## config.mk

```make
export PLATFORM = sky130hd
export DESIGN_NAME = dwc_cfg
export DESIGN_NICKNAME = d
export VERILOG_FILES = /design/src/sv/dwc_pkg.sv /design/src/sv/dwc_cfg.sv
export SDC_FILE = /design/constraint.sdc
export NUM_CORES = 1
export LEC_CHECK = 0
export BUFFER_PORTS_ARGS = -buffer_cell sky130_fd_sc_hd__buf_2
export CAP_MARGIN = 30
export CORE_MARGIN = 5
export CORE_UTILIZATION = 40
export DETAILED_ROUTE_END_ITERATION = 8
export PLACE_DENSITY = 0.82
export SLEW_MARGIN = 0
export SYNTH_ARGS = -nofsm -noshare
export SYNTH_HDL_FRONTEND = slang
export SYNTH_SLANG_ARGS = --single-unit
```

## constraint.sdc

```tcl
create_clock -name clk -period 2.4 [get_ports clk]
set_input_delay 0.36 -clock clk [delete_from_list [all_inputs] [get_ports clk]]
set_output_delay 0.36 -clock clk [all_outputs]
set_load 0.1 [all_outputs]
```

## src/sv/dwc_pkg.sv

```systemverilog
// Shared types, constants and codes of the depthwise convolution stream core.
package dwc_pkg;

	localparam int MAX_KERNEL_DEF = 7;
	localparam int MAX_HEIGHT_DEF = 256;
	localparam int MAX_WIDTH_DEF  = 256;

	localparam int KS_W    = 3;   // kernel_size, stride, padding
	localparam int DIM_W   = 9;   // in_height, in_width
	localparam int NUM_W   = 11;  // signed working width of plane coordinates
	localparam int SMP_W   = 16;
	localparam int BIAS_W  = 32;
	localparam int PROD_W  = 32;
	localparam int ACC_W   = 40;
	localparam int COORD_W = 8;
	localparam int TAPI_W  = 6;
	localparam int PADDR_W = 5;
	localparam int PDATA_W = 32;
	localparam int IN_DATA_W  = 72;
	localparam int OUT_DATA_W = 56;
	localparam int NDIV    = 5;

	// divider lanes
	localparam int DIV_ROWS = 0;  // output rows of the plane
	localparam int DIV_COLS = 1;  // output columns of the plane
	localparam int DIV_TROW = 2;  // window row hit by this sample row
	localparam int DIV_TCOL = 3;  // window column hit by this sample column
	localparam int DIV_SLOT = 4;  // line store row slot of the sample row

	typedef logic        [NUM_W-1:0] num_t;
	typedef logic signed [NUM_W-1:0] snum_t;

	typedef enum logic [2:0] {
		REG_KERNEL  = 3'd0,
		REG_STRIDE  = 3'd1,
		REG_PADDING = 3'd2,
		REG_HEIGHT  = 3'd3,
		REG_WIDTH   = 3'd4
	} reg_idx_t;

	typedef enum logic [1:0] {
		KIND_SAMPLE = 2'd0,
		KIND_WEIGHT = 2'd1,
		KIND_BIAS   = 2'd2
	} kind_t;

	typedef struct packed {
		logic [KS_W-1:0]  k;
		logic [KS_W-1:0]  s;
		logic [KS_W-1:0]  p;
		logic [DIM_W-1:0] h;
		logic [DIM_W-1:0] w;
	} cfg_t;

	typedef struct packed {
		num_t            quo;
		logic [KS_W-1:0] rem;
	} div_res_t;

	typedef struct packed {
		logic issue;  // a tap read goes out this cycle
		logic use_tap;  // the tap lies inside the plane
		logic init;   // load the accumulator with the bias
	} mac_ctl_t;

endpackage

```

## src/sv/dwc_cfg.sv

```systemverilog
// APB register file with the clamped working configuration.
module dwc_cfg #(
	parameter int MAX_KERNEL = dwc_pkg::MAX_KERNEL_DEF,
	parameter int MAX_HEIGHT = dwc_pkg::MAX_HEIGHT_DEF,
	parameter int MAX_WIDTH  = dwc_pkg::MAX_WIDTH_DEF
) (
	input  logic                        clk,
	input  logic                        arst_n,
	input  logic                        psel,
	input  logic                        penable,
	input  logic                        pwrite,
	input  logic [dwc_pkg::PADDR_W-1:0] paddr,
	input  logic [dwc_pkg::PDATA_W-1:0] pwdata,
	output logic [dwc_pkg::PDATA_W-1:0] prdata,
	output dwc_pkg::cfg_t               eff
);
	import dwc_pkg::*;

	logic [KS_W-1:0]  k_q, s_q, p_q;
	logic [DIM_W-1:0] h_q, w_q;
	logic [KS_W-1:0]  k1;
	reg_idx_t         idx;

	assign idx = reg_idx_t'(paddr[4:2]);

	always_ff @(posedge clk or negedge arst_n) begin
		if (!arst_n) begin
			k_q <= KS_W'(3);
			s_q <= KS_W'(1);
			p_q <= KS_W'(1);
			h_q <= DIM_W'(256);
			w_q <= DIM_W'(256);
		end else if (psel && penable && pwrite) begin
			unique case (idx)
				REG_KERNEL:  k_q <= pwdata[KS_W-1:0];
				REG_STRIDE:  s_q <= pwdata[KS_W-1:0];
				REG_PADDING: p_q <= pwdata[KS_W-1:0];
				REG_HEIGHT:  h_q <= pwdata[DIM_W-1:0];
				REG_WIDTH:   w_q <= pwdata[DIM_W-1:0];
				default: ;
			endcase
		end
	end

	always_comb begin
		unique case (idx)
			REG_KERNEL:  prdata = PDATA_W'(k_q);
			REG_STRIDE:  prdata = PDATA_W'(s_q);
			REG_PADDING: prdata = PDATA_W'(p_q);
			REG_HEIGHT:  prdata = PDATA_W'(h_q);
			REG_WIDTH:   prdata = PDATA_W'(w_q);
			default:     prdata = '0;
		endcase
	end

	always_comb begin
		if (k_q == '0)
			k1 = KS_W'(1);
		else if (int'(k_q) > MAX_KERNEL)
			k1 = KS_W'(MAX_KERNEL);
		else
			k1 = k_q;
		eff.k = k1;
		eff.s = (s_q == '0) ? KS_W'(1) : s_q;
		eff.p = (p_q > k1 - 1'b1) ? (k1 - 1'b1) : p_q;
		if (h_q == '0)
			eff.h = DIM_W'(1);
		else if (int'(h_q) > MAX_HEIGHT)
			eff.h = DIM_W'(MAX_HEIGHT);
		else
			eff.h = h_q;
		if (w_q == '0)
			eff.w = DIM_W'(1);
		else if (int'(w_q) > MAX_WIDTH)
			eff.w = DIM_W'(MAX_WIDTH);
		else
			eff.w = w_q;
	end

	a_pad_below_k: assert property (@(posedge clk) disable iff (!arst_n)
		(eff.p < eff.k) && (eff.s != '0))
		else $error("working padding or stride out of range");

endmodule

```

# Word level (Yosys, flattened, before mapping)
# Cells that the tools add are included.
totals:
  reg_bits: 27
  in_bits: 42
  out_inout_bits: 59
  elab_cells: 33
classes:
  addsub: 1
  n_lt_le_gt_ge: 3
  n_eq_ne: 4
  muxes: 8
  reduce_logical: 12
ops:
  columns: ["operator", "n"]
  rows:
  - ["9-bit one-hot mux with 5 select lines", 1]
  - ["9-bit two-way mux", 4]
  - ["9-bit > comparator (second input constant)", 2]
  - ["9-bit zero test", 2]
  - ["2-bit AND reduction", 5]
  - ["3-bit zero test", 3]
  - ["3-bit two-way mux", 3]
  - ["3-bit by 2-bit equality test with 1-bit output (second input constant)", 2]
  - ["3-bit by 1-bit equality test with 1-bit output (second input constant)", 1]
  - ["3-bit equality test (second input constant)", 1]
  - ["3-bit > comparator", 1]
  - ["3-bit by 1-bit subtractor with 3-bit output (second input constant)", 1]
  - ["1-bit logical AND", 2]

# Longest topological paths before layout
logic_depth:
  ltp_word: 5
  depth_mapped: 9

# Least setup slack after synthesis
# Ideal clock, no wire load.
synth_path:
  path_type: "reg-to-output"
  startpoint: "reg k_q[1]"
  endpoint: "out eff[18] in the netlist's numbering"
  arrival_time_ns: 3.888
  required_ns: 2.040
  setup_slack_ns: -1.848
  path_stages_with_launch: 10
  path_cell_list: "dfstp_2 nor2_1 or2_2 inv_1 ha_1 xnor2_1 ha_1 and3_1 a21oi_1 mux2i_1"
synth_rtl:
  columns: ["item", "line_no", "text"]
  rows:
  - ["start: declaration", "dwc_cfg.sv:19", "logic [KS_W-1:0] k_q, s_q, p_q;"]
  - ["start signal: assignment", "dwc_cfg.sv:35", "REG_KERNEL: k_q <= pwdata[KS_W-1:0];"]
  - ["end: declaration", "dwc_cfg.sv:15", "output dwc_pkg::cfg_t eff"]

==> impl_metrics.json <==
{
  "antenna_found_initial": 0,
  "synthFlopType": "dfrtp_1",
  "status": "finished, violations left",
  "critical_path_arrival_ns": 2.51,
  "intPower_mw": 1.32,
  "clkPwrFrac_pct": 8.4,
  "fin_skew_ns": 0,
  "postRouteAntennaNets": 0,
  "violations": "negative setup slack",
  "vdd_drop_max_mv": 0.784,
  "syn_avg_cell_area_um2": 10.9,
  "sw_frac_of_total_pct": 57.0,
  "routed_via_density": 4.98,
  "synth_area_um2": 1790,
  "end_kind": "primary output",
  "p_leak_nw": 1.11,
  "die_y_um": 76.9,
  "r2r_cells": 2,
  "combPwrFrac_pct": 69.9,
  "drt_iter0_drc": 48,
  "p_switching_mw": 1.75,
  "p_per_area_nw_per_um2": 1340,
  "grtUsageTotal_pct": 13.6,
  "drive_gt1_share_pct": 58.2,
  "cts.sinks": 27,
  "initial_core_util_pct": 41.1,
  "clock_latency_ns": 0.28,
  "place_inst": 264,
  "postSynthCellCount": 165,
  "grt_pass1_vias": 1378,
  "grt_overflow": 0,
  "synth.most_common_cell": "mux2_2",
  "grt_max_degree": 28,
  "path_class": "reg2out",
  "r2r_end": "k_q[2]",
  "grt_pass1_wl_mm": 6.67,
  "drv_cap": 0,
  "nNetsFinal": 267,
  "die-area_um2": 5910,
  "area_delta_synth_final_pct": 27.8,
  "rsz0062_at_grt": "true",
  "htreeDepth": 1,
  "setup_viol": 3,
  "cts_hold_buf": 0,
  "synth_edf_count": 0,
  "coreArea_um2": 4350,
  "hp-class": "in2async",
  "cp_max_fo": 3,
  "wire_per_inst_um": 15.1,
  "async_reset_ff_share_pct": 100,
  "synth_top_area_share_pct": 29.4,
  "hold_viol": 0,
  "n_antenna_cell": 0,
  "cp-start-kind": "flop",
  "synth.distinct_cells": 36,
  "holdWs_ns": 0.0658,
  "die_width_um": 76.9,
  "ctsRootBufferMaster": "clkbuf_8",
  "worstMarginPinSlew_ns": 0.579,
  "vias": 1355,
  "synth_top_area_cell": "dfrtp_1",
  "fin_crit_sh_pct": 120,
  "path_clk_slew_ns": 0.09,
  "wl_mm": 4.12,
  "drc_errors": 0,
  "synthTopCellsByArea": "dfrtp_1 29%, mux2_2 18%, buf_4 10%",
  "first_pass_iters": 4,
  "reg2reg_from": "k_q[2]",
  "ys_seq_area_share_pct": 38.2,
  "cp.required_ns": 2.04,
  "fmax_ghz": 0.349,
  "p_seq_share_pct": 21.7,
  "ctsLongestPathBuffers": 2,
  "final_max_slew_viol_count": 0,
  "cts_tree": "done",
  "yosys_warnings": 0,
  "endpoint": "eff[20]",
  "ys_ff_latch": 27,
  "gp_congestion": 0.801,
  "crit_start": "k_q[1]",
  "reg2reg_setup_slack_ns": 1.45,
  "detailed_place_hpwl_mm": 3.29,
  "post-route-min-period_ns": 2.87,
  "synthTopCellsByCount": "29 x mux2_2, 24 x buf_4, 21 x dfrtp_1",
  "max_slew_margin_pct": 61.3,
  "io_buffers": 52,
  "numCtsBuffers": 3,
  "placement_rows": 24,
  "timing.final.ws_setup_ns": -0.468,
  "ios": 101,
  "final_cells": 272
}
layout make-up:
type	count	area [um^2]
Timing Repair Buffer	64	408
Multi-Input combinational cell	120	1060
Sequential cell	27	684
Tap cell	52	65.1
Fill cell	371	2070
Inverter	5	21.3
Clock inverter	1	5.00
Clock buffer	3	41.3
critical path, stage by stage (launching register included):
cell	delay, ns
dfstp_2	0.55
nor2_2	0.03
or2_4	0.24
inv_4	0.06
ha_4	0.14
xnor2_4	0.12
ha_4	0.23
a21oi_1	0.24
a21oi_4	0.10
buf_12	0.14
mux2i_4	0.18
buf_12	0.19
state kept, by name (all words and copies together), names as in the netlist:
name and flops:
k_q 3, p_q 3, h_q 9, w_q 9, s_q 3
metrics by stage:
step | setup WS (ns) | TNS [ns] | cell area, um^2 | util (%) | power, mW
finish | -0.468 | -1.38 | 2290 | 52.6 | 3.07
detailed placement | -0.288 | -0.841 | 2180 | 50.2 | 2.72
CTS | -0.569 | -1.68 | 2250 | 51.7 | 3.00
global placement | -0.263 | -0.788 | 2180 | 50.2 | 2.69
floorplan | -0.689 | -2.07 | 2000 | - | 2.35
global route | -0.538 | -1.60 | 2290 | 52.6 | 3.19
power by group through the flow:
stage          Clock [mW]  Sequential (mW)  Combinational, mW
6_report            0.258            0.665               2.15
5_1_grt             0.281            0.680               2.23
4_1_cts             0.263            0.662               2.08
3_5_place_dp            0            0.669               2.05
3_3_place_gp            0            0.665               2.03
2_1_floorplan           0            0.629               1.72
layer usage:
metal	vias to the layer above	share of wire, %	global-route usage (%)
met4	0	2.2	6.29
met2	45	54	24.4
li1	639	-	-
met1	662	39	15.9
met5	-	0	0
met3	9	5.3	1.41
cells by family (layout without fill, tap and decap cells):
kind of cell | count (synthesis) | after routing | synth area share [%]
buf+inv | 40 | 73 | 14.5
other cells | 1 | 23 | 0.209
fa+ha+maj | 4 | 4 | 2.80
mux | 33 | 33 | 20.5
flops | 27 | 27 | 38.2
xor+xnor | 1 | 1 | 0.489
simple gates | 39 | 39 | 15.0
compound gates | 20 | 20 | 8.32
what timing repair did:
action                                  4_1_cts  5_1_grt
buffers inserted                              1        3
pin swaps                                     6        2
resized for setup                             1        1
endpoints found under the setup margin        3        3
how the worst min path moves through the flow:
| stage | start | endpoint | slack [ns] | depth (start not counted) |
|---|---|---|---|---|
| 2_1_floorplan | arst_n | h_q[0] | 0.06 | 0 |
| 3_3_place_gp | arst_n | h_q[5] | 0.39 | 1 |
| 3_5_place_dp | arst_n | h_q[5] | 0.40 | 1 |
| 4_1_cts | arst_n | h_q[3] | 0.09 | 1 |
| 5_1_grt | arst_n | w_q[2] | 0.12 | 1 |
| 6_report | arst_n | h_q[5] | 0.07 | 1 |
cells in the final DEF, fill, tap and decap left out, drive strengths merged, types with 2 or more instances in the layout:
master	instances
dfrtp	21
mux2i	4
o22ai	3
nand2	2
dfstp	6
nor3b	3
nor2b	15
mux2	29
a22oi	4
nor4	2
a22o	6
nand3b	2
a21oi	4
ha	4
buf	64
conb	23
inv	5
nor2	6
nor3	2
o21a	2
clkbuf	3
No activity file was read; power rests on OpenSTA's default activity.
