[config.mk]
export PLATFORM = sky130hd
export DESIGN_NAME = dwc_div
export DESIGN_NICKNAME = d
export VERILOG_FILES = /design/src/sv/dwc_pkg.sv /design/src/sv/dwc_div.sv
export SDC_FILE = /design/constraint.sdc
export NUM_CORES = 1
export LEC_CHECK = 0
export BUFFER_PORTS_ARGS = -buffer_cell sky130_fd_sc_hd__buf_2
export CORE_ASPECT_RATIO = 0.75
export CORE_MARGIN = 2
export CORE_UTILIZATION = 47
export CTS_BUF_LIST = sky130_fd_sc_hd__clkbuf_8
export CTS_CLUSTER_DIAMETER = 40
export DETAILED_ROUTE_END_ITERATION = 6
export PLACE_DENSITY = 0.74
export SYNTH_ARGS = -nofsm -noshare
export SYNTH_HDL_FRONTEND = slang
export SYNTH_SLANG_ARGS = --single-unit
export TNS_END_PERCENT = 1
[constraint.sdc]
create_clock -name clk -period 5.3 [get_ports clk]
set_clock_uncertainty 0.1 [all_clocks]
set_input_delay 0.265 -clock clk [delete_from_list [all_inputs] [get_ports clk]]
set_output_delay 0.265 -clock clk [all_outputs]
set_load 0.005 [all_outputs]
[src/sv/dwc_pkg.sv]
// Shared types, constants and codes of the depthwise convolution stream core.
package dwc_pkg;

	localparam int MAX_KERNEL_DEF = 7;
	localparam int MAX_HEIGHT_DEF = 256;
	localparam int MAX_WIDTH_DEF  = 256;

	localparam int KS_W    = 3;   // kernel_size, stride, padding
	localparam int DIM_W   = 9;   // in_height, in_width
	localparam int NUM_W   = 11;  // signed working width of plane coordinates
	localparam int SMP_W   = 16;
	localparam int BIAS_W  = 32;
	localparam int PROD_W  = 32;
	localparam int ACC_W   = 40;
	localparam int COORD_W = 8;
	localparam int TAPI_W  = 6;
	localparam int PADDR_W = 5;
	localparam int PDATA_W = 32;
	localparam int IN_DATA_W  = 72;
	localparam int OUT_DATA_W = 56;
	localparam int NDIV    = 5;

	// divider lanes
	localparam int DIV_ROWS = 0;  // output rows of the plane
	localparam int DIV_COLS = 1;  // output columns of the plane
	localparam int DIV_TROW = 2;  // window row hit by this sample row
	localparam int DIV_TCOL = 3;  // window column hit by this sample column
	localparam int DIV_SLOT = 4;  // line store row slot of the sample row

	typedef logic        [NUM_W-1:0] num_t;
	typedef logic signed [NUM_W-1:0] snum_t;

	typedef enum logic [2:0] {
		REG_KERNEL  = 3'd0,
		REG_STRIDE  = 3'd1,
		REG_PADDING = 3'd2,
		REG_HEIGHT  = 3'd3,
		REG_WIDTH   = 3'd4
	} reg_idx_t;

	typedef enum logic [1:0] {
		KIND_SAMPLE = 2'd0,
		KIND_WEIGHT = 2'd1,
		KIND_BIAS   = 2'd2
	} kind_t;

	typedef struct packed {
		logic [KS_W-1:0]  k;
		logic [KS_W-1:0]  s;
		logic [KS_W-1:0]  p;
		logic [DIM_W-1:0] h;
		logic [DIM_W-1:0] w;
	} cfg_t;

	typedef struct packed {
		num_t            quo;
		logic [KS_W-1:0] rem;
	} div_res_t;

	typedef struct packed {
		logic issue;  // a tap read goes out this cycle
		logic use_tap;  // the tap lies inside the plane
		logic init;   // load the accumulator with the bias
	} mac_ctl_t;

endpackage

[src/sv/dwc_div.sv]
// Restoring divider, one quotient bit per cycle, small divisor.
module dwc_div (
	input  logic                  clk,
	input  logic                  arst_n,
	input  logic                  start,
	input  dwc_pkg::num_t         num,
	input  logic [dwc_pkg::KS_W-1:0] den,
	output logic                  done,
	output dwc_pkg::div_res_t     res
);
	import dwc_pkg::*;

	localparam int CNT_W = $clog2(NUM_W);

	num_t             n_q;
	logic [KS_W-1:0]  r_q;
	logic [KS_W-1:0]  d_q;
	logic [CNT_W-1:0] cnt_q;
	logic             run_q;
	logic             done_q;
	logic [KS_W:0]    trial;
	logic [KS_W:0]    diff;
	logic             ge;

	assign trial = {r_q, n_q[NUM_W-1]};
	assign ge    = trial >= {1'b0, d_q};
	assign diff  = ge ? (trial - {1'b0, d_q}) : trial;

	always_ff @(posedge clk) begin
		if (start) begin
			n_q <= num;
			r_q <= '0;
			d_q <= den;
		end else if (run_q) begin
			n_q <= {n_q[NUM_W-2:0], ge};
			r_q <= diff[KS_W-1:0];
		end
	end

	always_ff @(posedge clk or negedge arst_n) begin
		if (!arst_n) begin
			run_q  <= 1'b0;
			cnt_q  <= '0;
			done_q <= 1'b0;
		end else begin
			done_q <= run_q && (cnt_q == CNT_W'(NUM_W - 1));
			if (start) begin
				run_q <= 1'b1;
				cnt_q <= '0;
			end else if (run_q) begin
				cnt_q <= cnt_q + 1'b1;
				if (cnt_q == CNT_W'(NUM_W - 1))
					run_q <= 1'b0;
			end
		end
	end

	assign done    = done_q;
	assign res.quo = n_q;
	assign res.rem = r_q;

	a_rem_below_den: assert property (@(posedge clk) disable iff (!arst_n)
		done_q && (d_q != '0) |-> (r_q < d_q))
		else $error("divider remainder not below divisor");

endmodule

* After elaboration in Yosys (flattened, before gate mapping) *
Cells that the tools add are included.

word-level totals
  flip-flop bits (word level) = 23
  bits in latches = 0
  bits in writable memories = 0
  bits in read-only memories = 0
  input bits = 17
  output and inout port bits = 15
  logic and storage cells = 20
  memories kept = 0

cells by class
  add/sub/neg operators = 2
  $mul = 0
  divide/modulo/power cells = 0
  $lt $le $gt $ge = 1
  equality and inequality tests = 1
  shifts and indexed selects = 0
  mux-type cells = 8
  bitwise gates (word level) = 0
  reduce and logical (&&, ||, !) cells = 2

operators with widths
  cell                                          number
  two-way mux 11 bit                            2
  two-way mux 4 bit                             2
  adder 4 x 1 -> 4 bit (second input constant)  1
  equality test 4 bit (second input constant)   1
  greater-or-equal comparator 4 x 3 -> 1 bit    1
  two-way mux 1 bit                             3
  two-way mux 3 bit                             1
  subtractor 3 bit                              1
  nonzero test 2 bit                            1
  logical AND 1 bit                             1

* Depth between registers and ports, before layout *
Gate-level depths: netlist (run 1).

  word-level depth = 4
  depth in mapped cells = 6
  mapped depth without buffers = 6

* Worst setup path before layout (run 1) *
Ideal clock, no wire load.

  path kind = register -> register
  from = register n_q[10]
  to = register n_q[0], data pin
  library setup time = 0.260 ns
  data arrival time = 1.487 ns
  required time = 4.940 ns
  setup slack = 3.453 ns
  stages on the path, launching flop included = 7
  buffers on the path = 0
  period minus slack after synthesis = 1.847 ns
  cell sequence = edfxtp_1 > inv_1 > ha_1 > fa_1 > a21bo_4 > a21o_1 > mux2_2

on the way
  cells in the longest elaborated chain, start to end = 3

RTL lines
  what                                        RTL line       RTL
  start: declaration                          dwc_div.sv:15  num_t n_q;
  start signal: assignment                    dwc_div.sv:31  n_q <= num;
  start signal: assignment                    dwc_div.sv:35  n_q <= {n_q[NUM_W-2:0], ge};
  greater-or-equal comparator 4 x 3 -> 1 bit  dwc_div.sv:26  assign ge = trial >= {1'b0, d_q};
  two-way mux 11 bit                          dwc_div.sv:34  end else if (run_q) begin
  two-way mux 11 bit                          dwc_div.sv:30  if (start) begin

Every way passes these cells. The select of a mux whose other input is x is not followed.
A chain may end at the register's enable or synchronous reset.

* Final worst setup path (run 1) *
  from = register n_q[10]
  to = register r_q[0]

on the way
  cells in the longest elaborated chain, start to end = 2
  elaborated cells on any way between the ends = 3
  those cells by class = add/sub: 1; order compare: 1; mux: 1

RTL lines
  what                                                                                   RTL line                      RTL
  greater-or-equal comparator 4 x 3 -> 1 bit / subtractor 3 bit (equally long branches)  dwc_div.sv:26, dwc_div.sv:27
  two-way mux 3 bit *                                                                    dwc_div.sv:27                 assign diff = ge ? (trial - {1'b0, d_q}) : trial;
  end signal: assignment                                                                 dwc_div.sv:36                 r_q <= diff[KS_W-1:0];
  end: declaration                                                                       dwc_div.sv:16                 logic [KS_W-1:0] r_q;

Mark *: on every way between the ends. The rest lies on a longest branch, timed or not.

==> results of run 1 <==
## report_power, final
group          leakage (nW)  internal, mW  switching, mW
Combinational         0.331        0.0698         0.0641
Clock                0.0269        0.0517         0.0551
Sequential            0.247         0.222         0.0192
Total                 0.604         0.343          0.138
## cells in the mapped netlist
cell type | number | area (um^2)
a2111oi_0 | 2 | 17.5
a2111oi_2 | 1 | 15.0
a211o_1 | 1 | 8.76
a21bo_4 | 1 | 16.3
a21o_1 | 2 | 15.0
a21oi_1 | 1 | 5.00
a311oi_1 | 2 | 17.5
buf_2 | 3 | 15.0
dfrtp_1 | 6 | 150
dfxtp_1 | 3 | 60.1
edfxtp_1 | 14 | 420
fa_1 | 1 | 20.0
ha_1 | 5 | 62.6
inv_1 | 6 | 22.5
mux2_2 | 11 | 124
nand2_1 | 2 | 7.51
nand3b_1 | 1 | 7.51
nand4_1 | 1 | 6.26
nor2_1 | 5 | 18.8
nor2b_1 | 1 | 6.26
nor3_1 | 1 | 5.00
nor3b_1 | 1 | 7.51
o21bai_1 | 2 | 15.0
or2_1 | 1 | 6.26
or2_2 | 1 | 6.26
xnor2_1 | 1 | 8.76
xor2_1 | 3 | 26.3
## layout by cell type (no fill, tap or decap), types with 2 or more instances in the layout
cell	netlist	final
a2111oi_0	2	2
a21o_1	2	2
a311oi_1	2	2
buf_2	3	31
clkbuf_8	0	3
dfrtp_1	6	6
dfxtp_1	3	3
edfxtp_1	14	14
ha_1	5	5
inv_1	6	7
mux2_2	11	11
nand2_1	2	2
nor2_1	5	5
o21bai_1	2	2
xor2_1	3	3
## worst register-to-register path, cell delays in order (launching register included)
cell,delay (ns)
edfxtp_1,0.42
inv_1,0.08
ha_1,0.16
fa_1,0.21
a21bo_4,0.25
a2111oi_0,0.50
a311oi_1,0.10
## what timing repair did
item / in CTS / in global routing
hold endpoints to repair: 6 / 0
resized for setup: 0 / 0
setup buffers: 0 / 0
hold buffers: 1 / 0
## routing by layer
metal	routed length, um	vias to the layer above	track usage, %
met5	0	-	0
met4	25	0	5.78
met3	121	4	5.68
met2	860	26	23.7
met1	947	330	22.4
li1	-	357	-
## flip-flops by register name, indices dropped and copies added (netlist names)
signal,flops
r_q,3
done,1
cnt_q,4
run_q,1
n_q,11
d_q,3
## final timing paths
check                              start       end  slack [ns]
worst max register to register   n_q[10]    r_q[0]        3.34
worst min register to register  cnt_q[3]  cnt_q[3]        0.46
worst max-delay path             n_q[10]    r_q[0]        3.34
max in group asynchronous         arst_n     run_q        4.72
worst min-delay path              den[2]    d_q[2]        0.07
min in group asynchronous         arst_n  cnt_q[0]        0.24
## cell type report
cell class	count	area, um^2	area share [%]
Sequential cell	23	631	47.9
Multi-Input combinational cell	47	423	32.1
Timing Repair Buffer	32	165	12.5
Clock buffer	3	41.3	3.13
Tap cell	25	31.3	2.37
Inverter	6	22.5	1.71
Clock inverter	1	3.75	0.285
## kinds of logic after synthesis
logic type | count (synthesis) | share of synthesized area (%)
flops | 23 | 57.8
simple gates | 14 | 6.54
compound gates | 12 | 10.1
mux | 11 | 11.4
buf+inv | 9 | 3.44
fa+ha+maj | 6 | 7.57
xor+xnor | 4 | 3.21
## per-stage QoR
step	util [%]	power [mW]	std cells	hold WS, ns	setup slack, ns
final	58.5	0.481	137	0.0725	3.34
after global routing	58.5	0.509	137	0.0641	3.16
after CTS	58.5	0.484	137	0.0731	3.36
after detailed placement	56.1	0.375	132	-0.00497	3.37
after global placement	56.1	0.370	132	-0.00844	3.45
after floorplan	-	0.327	79	-0.131	3.45
==> summary.md, run 1 <==
| Metric | Value |
|---|---|
| TritonRoute pass-1 iters | 4 |
| Global-route usage over all layers | 16.2% |
| Critical Path RT | 5.33 ns |
| Initial antenna violation count | 0 |
| Delay-heaviest family, CP | compound AO/OA/AOI/OAI gates |
| CTS HTree Levels | 1 |
| Detail Route Antenna Nets | 0 |
| Die Wd | 59.6 um |
| Leak pwr | 0.604 nW |
| Levels on crit path | 6 |
| Cell Chain, Critical Path | inv_1 > ha_1 > fa_1 > a21bo_4 > a2111oi_0 > a311oi_1 |
| Worst setup SP type | register |
| R2R cell count | 6 |
| GRT overflow | 0 |
| Synthesized instance count | 79 |
| Synthesis-to-finish area growth | 20.8% |
| Layout cell share with drive strength beyond 1 | 42.9% |
| Die H | 45.7 um |
| Slew HR | 67.2% |
| Worst path arrival time | 1.99 ns |
| Worst-margin pin slew | 0.480 ns |
| Status | completed |
| Std cell rows | 15 |
| Initial Util | 48.4% |
| Largest net degree at the start of global routing | 26 |
| Buf/Inv on CP | 1 |
| Worst Path Max Fanout | 4 |
| Crit path time final | 1.96 ns |
| #FFs+latches synth | 23 |
| Num Clock Sinks | 23 |
| Post-synth cell types | 27 |
| Hold path cells | 1 |
| Cts bufs inserted | 3 |
| Max frequency | 510 MHz |
| Port Buffers | 31 |
| PwrDens | 365 nW/um^2 |
| Skew-Pair Late Insertion Delay | 0.26 ns |
| DR DRC count | 0 |
| Sequential area share after synthesis | 57.8% |
| Max-cap violations | 0 |
| Synth Warn # | 0 |
| # fillers | 191 |
| Vias per inst | 5.23 |
| DP Wirelength | 1.37 mm |
| Total Nets Final | 136 |
| Vias in the first global route | 667 |
| CTS clk-pin slew, worst paths | 0.08 ns |
| Routed WL | 1.96 mm |
| Post-route design area | 1320 um^2 |
| Mean Syn Cell Area | 13.8 um^2 |
| Hold Fails Final Rpt | 0 |
| Slowest stage cell on the critical path | a2111oi_0 |
| Setup CP Type | register to register |
| DRT iter0 DRCs | 21 |
| Die Footprint | 2730 um^2 |
| Final setup TNS | 0 ns |
| Final cycle utilization of the critical path | 37.0% |
| Setup-failing EPs final | 0 |
| Worst stage delay on the critical path | 0.50 ns |
| Syn nets | 102 |
| Mapped Area | 1090 um^2 |
| Maximum VDD drop | 0.185 mV |
| Global-route wire length before repair | 3.17 mm |
| CTS root buf | clkbuf_8 |
| Pins Over Slew Limit | 0 |
| DR WL/cell | 14.3 um |
| CTS Buffer Depth | 2 |
| Crit path capture type | register |
| RSZ-0062 raised after global routing | no |
| CTS tree | done |
| Via Count | 717 |
| Hold crit path type | primary input to register |
| Core area | 2250 um^2 |
| DP Area | 1260 um^2 |
| Ant. Diodes | 0 |
| I/O Pins | 32 |
| Gpl congestion | 0.775 |
Note: power is estimated with default switching activity, not from simulation.
==> run 2: changes to the inputs <==
clock period = 2.02 ns   (was 5.3 ns; I/O delays follow)
==> summary.md, run 2 (synthesized netlist as in run 1, its figures left out) <==
| Metric | Value |
|---|---|
| Critical Path RT | 2.04 ns (was 5.33 ns) |
| Cts bufs inserted | 3 (unchanged) |
| Std cell rows | 15 (unchanged) |
| Pins Over Slew Limit | 0 (unchanged) |
| CTS root buf | clkbuf_8 (unchanged) |
| TritonRoute pass-1 iters | 4 (unchanged) |
| Setup Fix Bufs, Post-CTS | 0 (unchanged) |
| Maximum VDD drop | 0.600 mV (was 0.185 mV) |
| Layout cell share with drive strength beyond 1 | 41.7% (was 42.9%) |
| PwrDens | 932 nW/um^2 (was 365 nW/um^2) |
| Setup CP Type | register to register (unchanged) |
| Final Util | 59.8% (was 58.5%) |
| Commonest cells after routing, fill and taps aside | buf_2 (31), edfxtp_1 (14), mux2_2 (11) (unchanged) |
| Max frequency | 521 MHz (was 510 MHz) |
| DR WL/cell | 13.5 um (was 14.3 um) |
| Commonest non-fill, non-tap cell in the layout | buf_2 (unchanged) |
| Leak pwr | 0.617 nW (was 0.604 nW) |
| Via Count | 726 (was 717) |
| Num Clock Sinks | 23 (unchanged) |
| DRT iter0 DRCs | 23 (was 21) |
| Global-route usage over all layers | 15.9% (was 16.2%) |
| Global-route wire length before repair | 3.13 mm (was 3.17 mm) |
| Most flops, register | n_q (unchanged) |
| Setup-failing EPs final | 0 (unchanged) |
| CTS Buffer Depth | 2 (unchanged) |
| CTS HTree Levels | 1 (unchanged) |
| Largest net degree at the start of global routing | 26 (unchanged) |
| Worst-margin pin slew | 0.493 ns (was 0.480 ns) |
| Port Buffers | 31 (unchanged) |
| Worst r2r src | n_q[10] (unchanged) |
| CTS tree | done (unchanged) |
| CTS clk-pin slew, worst paths | 0.08 ns (about the same) |
| I/O Pins | 32 (unchanged) |
| Detail Route Antenna Nets | 0 (unchanged) |
| Vias in the first global route | 670 (was 667) |
| Initial Util | 48.4% (unchanged) |
| Hold Crit Start | num[8] (was den[2]) |
| GRT overflow | 0 (unchanged) |
| Fin cells | 140 (was 137) |
| Worst path arrival time | 1.95 ns (was 1.99 ns) |
| Status | completed (unchanged) |
| Total Nets Final | 139 (was 136) |
| Placed Cells incl. Taps | 132 (unchanged) |
| Power, Total | 1.26 mW (was 0.481 mW) |
| Hold EP | n_q[8] (was d_q[2]) |
| Max-cap violations | 0 (unchanged) |
| Synthesis-to-finish area growth | 23.5% (was 20.8%) |
| Core area | 2250 um^2 (unchanged) |
| R2R cell count | 6 (unchanged) |
| Pre-CTS setup slack | 0.121 ns (was 3.37 ns) |
| Crit path time final | 1.92 ns (was 1.96 ns) |
| Skew-Pair Late Insertion Delay | 0.26 ns (about the same) |
| Die Footprint | 2730 um^2 (unchanged) |
| Worst Path Max Fanout | 4 (unchanged) |
| Vias per inst | 5.19 (was 5.23) |
| DP Wirelength | 1.39 mm (was 1.37 mm) |
| Reg2reg end | r_q[2] (was r_q[0]) |
| Worst setup margin | 0.0988 ns (was 3.34 ns) |
| Final setup TNS | 0 ns (unchanged) |
| Die Wd | 59.6 um (unchanged) |
| R2R setup slack | 0.1 ns (was 3.34 ns) |
| Routed WL | 1.88 mm (was 1.96 mm) |
| Max reg flops | 11 (unchanged) |
| Final cycle utilization of the critical path | 95.1% (was 37.0%) |
| Hold Fails Final Rpt | 0 (unchanged) |
| Slew HR | 66.3% (was 67.2%) |
| Gpl congestion | 0.772 (was 0.775) |
| Largest regs | n_q (11), cnt_q (4) (unchanged) |
| Crit path capture type | register (unchanged) |
| RSZ-0062 raised after global routing | no (unchanged) |
| Initial antenna violation count | 0 (unchanged) |
| Ant. Diodes | 0 (unchanged) |
| Die H | 45.7 um (unchanged) |
| Hold crit path type | primary input to register (unchanged) |
| Worst setup SP type | register (unchanged) |
| Hold path cells | 2 (was 1) |
| DR DRC count | 0 (unchanged) |
[run 2: changes by cell type in the layout (fill, tap and decap cells not counted), sizes merged]
cell,delta
dlygate4sd3,+3
[run 2: stage by stage]
step                instance area [um^2]  hold slack [ns]
floorplan                           1090           -0.295
global placement                    1260           -0.172
detailed placement                  1260           -0.168
CTS                                 1350           0.0325
global route                        1350           0.0320
finish                              1350           0.0372
[run 2: timing repair]
action	4_1_cts	5_1_grt
hold buffers	4	0
resized for setup	0	0
endpoints found under the hold margin	9	0
[run 2: layer usage]
metal / track usage (%) / part of all wire (%) / vias up
li1: - / - / 362
met1: 21.9 / 49 / 336
met3: 5.40 / 6.7 / 2
met4: 4.00 / 0.64 / 0
met2: 24.4 / 44 / 26
met5: 0 / 0 / -
[run 2: final cells by class]
| class | count | area (um^2) |
|---|---|---|
| clock buffers | 3 | 41.3 |
| clock inverters | 1 | 3.75 |
| fillers | 197 | 905 |
| inverters | 6 | 22.5 |
| multi-input cells | 47 | 423 |
| flip-flops and latches | 23 | 631 |
| well taps | 25 | 31.3 |
| repair buffers | 35 | 195 |
[run 2: how the worst max path moves through the flow]
stage / startpoint / endpoint / slack (ns) / cells past startpoint
CTS: n_q[10] / r_q[0] / 0.11 / 6
finish: n_q[10] / r_q[2] / 0.1 / 6
global placement: n_q[10] / n_q[0] / 0.17 / 6
floorplan: n_q[10] / n_q[0] / 0.17 / 6
global route: n_q[10] / r_q[2] / 0.05 / 6
detailed placement: n_q[10] / n_q[0] / 0.12 / 6
[run 2: critical path, stage by stage (launching register included)]
cell,delay (ns)
edfxtp_1,0.41
inv_1,0.07
ha_1,0.15
fa_1,0.20
a21bo_4,0.25
a2111oi_0,0.49
a311oi_1,0.11
[run 2: power breakdown]
group	internal, mW	switching (mW)	leakage, nW
clock	0.136	0.139	0.0269
sequential	0.581	0.0494	0.247
combinational	0.186	0.165	0.343
total	0.903	0.353	0.617
==> run 3: changes to the inputs <==
CORE_UTILIZATION = 43   (was 47)
PLACE_DENSITY = 0.68   (was 0.74)
==> summary.md, run 3 (synthesized netlist as in run 1, its figures left out) <==
| Metric | Value |
|---|---|
| Max frequency | 517 MHz (was 521 MHz) |
| Most flops, register | n_q (unchanged) |
| Largest net degree at the start of global routing | 26 (unchanged) |
| Pre-CTS setup slack | 0.0965 ns (was 0.121 ns) |
| Total Nets Final | 139 (unchanged) |
| Cts bufs inserted | 3 (unchanged) |
| Worst stage delay on the critical path | 0.41 ns (was 0.49 ns) |
| Levels on crit path | 6 (unchanged) |
| Slowest stage cell on the critical path | edfxtp_1 (was a2111oi_0) |
| Detail Route Antenna Nets | 0 (unchanged) |
| Delay-heaviest family, CP | compound AO/OA/AOI/OAI gates (unchanged) |
| Max reg flops | 11 (unchanged) |
| Worst Path Max Fanout | 4 (unchanged) |
| DRT iter0 DRCs | 16 (was 23) |
| CTS Buffer Depth | 2 (unchanged) |
| Hold Buf Count CTS | 4 (unchanged) |
| Die Wd | 62.2 um (was 59.6 um) |
| CTS clk-pin slew, worst paths | 0.08 ns (about the same) |
| I/O Pins | 32 (unchanged) |
| GRT overflow | 0 (unchanged) |
| CTS root buf | clkbuf_8 (unchanged) |
| Commonest non-fill, non-tap cell in the layout | buf_2 (unchanged) |
| Hold path cells | 2 (unchanged) |
| Port Buffers | 31 (unchanged) |
| DP Wirelength | 1.42 mm (was 1.39 mm) |
| R2R cell count | 6 (unchanged) |
| Final cycle utilization of the critical path | 95.8% (was 95.1%) |
| Initial Util | 46.5% (was 48.4%) |
| Setup Fix Bufs, Post-CTS | 0 (unchanged) |
| PwrDens | 923 nW/um^2 (was 932 nW/um^2) |
| Pins Over Slew Limit | 0 (unchanged) |
| # fillers | 194 (was 197) |
| Die Footprint | 2960 um^2 (was 2730 um^2) |
| Final setup TNS | 0 ns (unchanged) |
| Final Util | 57.9% (was 59.8%) |
| Die H | 47.6 um (was 45.7 um) |
| TritonRoute pass-1 iters | 4 (unchanged) |
| Via Count | 717 (was 726) |
| Ant. Diodes | 0 (unchanged) |
| Skew-Pair Late Insertion Delay | 0.26 ns (about the same) |
| Layout cell share with drive strength beyond 1 | 41.7% (unchanged) |
| Worst setup margin | 0.0857 ns (was 0.0988 ns) |
| Post-cts resize count | 0 (unchanged) |
| Cell Chain, Critical Path | inv_1 > ha_1 > fa_1 > a21bo_4 > a21o_1 > mux2_2 (was inv_1 > ha_1 > fa_1 > a21bo_4 > a2111oi_0 > a311oi_1) |
| Hold Fails Final Rpt | 0 (unchanged) |
| Vias per inst | 4.81 (was 5.19) |
| Setup-failing EPs final | 0 (unchanged) |
| CTS tree | done (unchanged) |
| Vias in the first global route | 678 (was 670) |
| Commonest cells after routing, fill and taps aside | buf_2 (31), edfxtp_1 (14), mux2_2 (11) (unchanged) |
| Largest regs | n_q (11), cnt_q (4) (unchanged) |
| Critical Path RT | 1.93 ns (was 2.04 ns) |
| Crit path capture type | register (unchanged) |
| Core area | 2350 um^2 (was 2250 um^2) |
| Gpl congestion | 0.847 (was 0.772) |
| CTS HTree Levels | 1 (unchanged) |
| Max-cap violations | 0 (unchanged) |
| Buf/Inv on CP | 1 (unchanged) |
| DR DRC count | 0 (unchanged) |
| RSZ-0062 raised after global routing | no (unchanged) |
| Worst path arrival time | 1.84 ns (was 1.95 ns) |
| Global-route usage over all layers | 14.6% (was 15.9%) |
| Hold crit path type | primary input to register (unchanged) |
| Slew HR | 67.7% (was 66.3%) |
| Initial antenna violation count | 0 (unchanged) |
| Setup CP Type | register to register (unchanged) |
| Status | completed (unchanged) |
| Worst-margin pin slew | 0.485 ns (was 0.493 ns) |
| DR WL/cell | 12.9 um (was 13.5 um) |
| Global-route wire length before repair | 3.23 mm (was 3.13 mm) |
| Num Clock Sinks | 23 (unchanged) |
| Routed WL | 1.92 mm (was 1.88 mm) |
| Maximum VDD drop | 0.459 mV (was 0.600 mV) |
| Std cell rows | 15 (unchanged) |
| Crit path time final | 1.93 ns (was 1.92 ns) |
| Synthesis-to-finish area growth | 24.5% (was 23.5%) |
| Worst setup SP type | register (unchanged) |
| Leak pwr | 0.617 nW (unchanged) |
-- run 3: cell counts in the layout (fill, tap and decap cells not counted) --
Identical to the previous run, type by type.
-- run 3: where the power goes --
part | switching [mW] | internal, mW
clock network | 0.133 | 0.135
registers | 0.0521 | 0.582
logic | 0.166 | 0.186
-- run 3: per-stage QoR --
stage / area, um^2 / hold WS [ns] / total power [mW] / cells
6_report: 1360 / 0.0374 / 1.25 / 149
5_1_grt: 1360 / 0.0291 / 1.34 / 149
4_1_cts: 1360 / 0.0338 / 1.27 / 149
3_5_place_dp: 1270 / -0.168 / 0.988 / 141
3_3_place_gp: 1270 / -0.170 / 0.976 / 141
2_1_floorplan: 1090 / -0.295 / 0.858 / 79
-- run 3: final cells by class --
cell class	instances	area, um^2	area share, %
Multi-Input combinational cell	47	423	31.1
Sequential cell	23	631	46.4
Clock inverter	1	3.75	0.276
Timing Repair Buffer	35	195	14.4
Inverter	6	22.5	1.66
Tap cell	34	42.5	3.13
Clock buffer	3	41.3	3.04
-- run 3: worst paths after layout --
path	start	to	slack [ns]
max in group asynchronous	arst_n	cnt_q[0]	1.59
min	num[2]	n_q[2]	0.04
max	n_q[10]	n_q[0]	0.09
min in group asynchronous	arst_n	run_q	0.08
min reg2reg	cnt_q[3]	cnt_q[3]	0.46
max reg2reg	n_q[10]	n_q[0]	0.09
-- run 3: routing by layer --
layer  up-vias  wire, um  global-route usage (%)
met4         0        10                    5.78
met2        27       836                    23.3
met5         -         0                       0
met3         2       134                    5.41
li1        362         -                       -
met1       326       937                    19.0
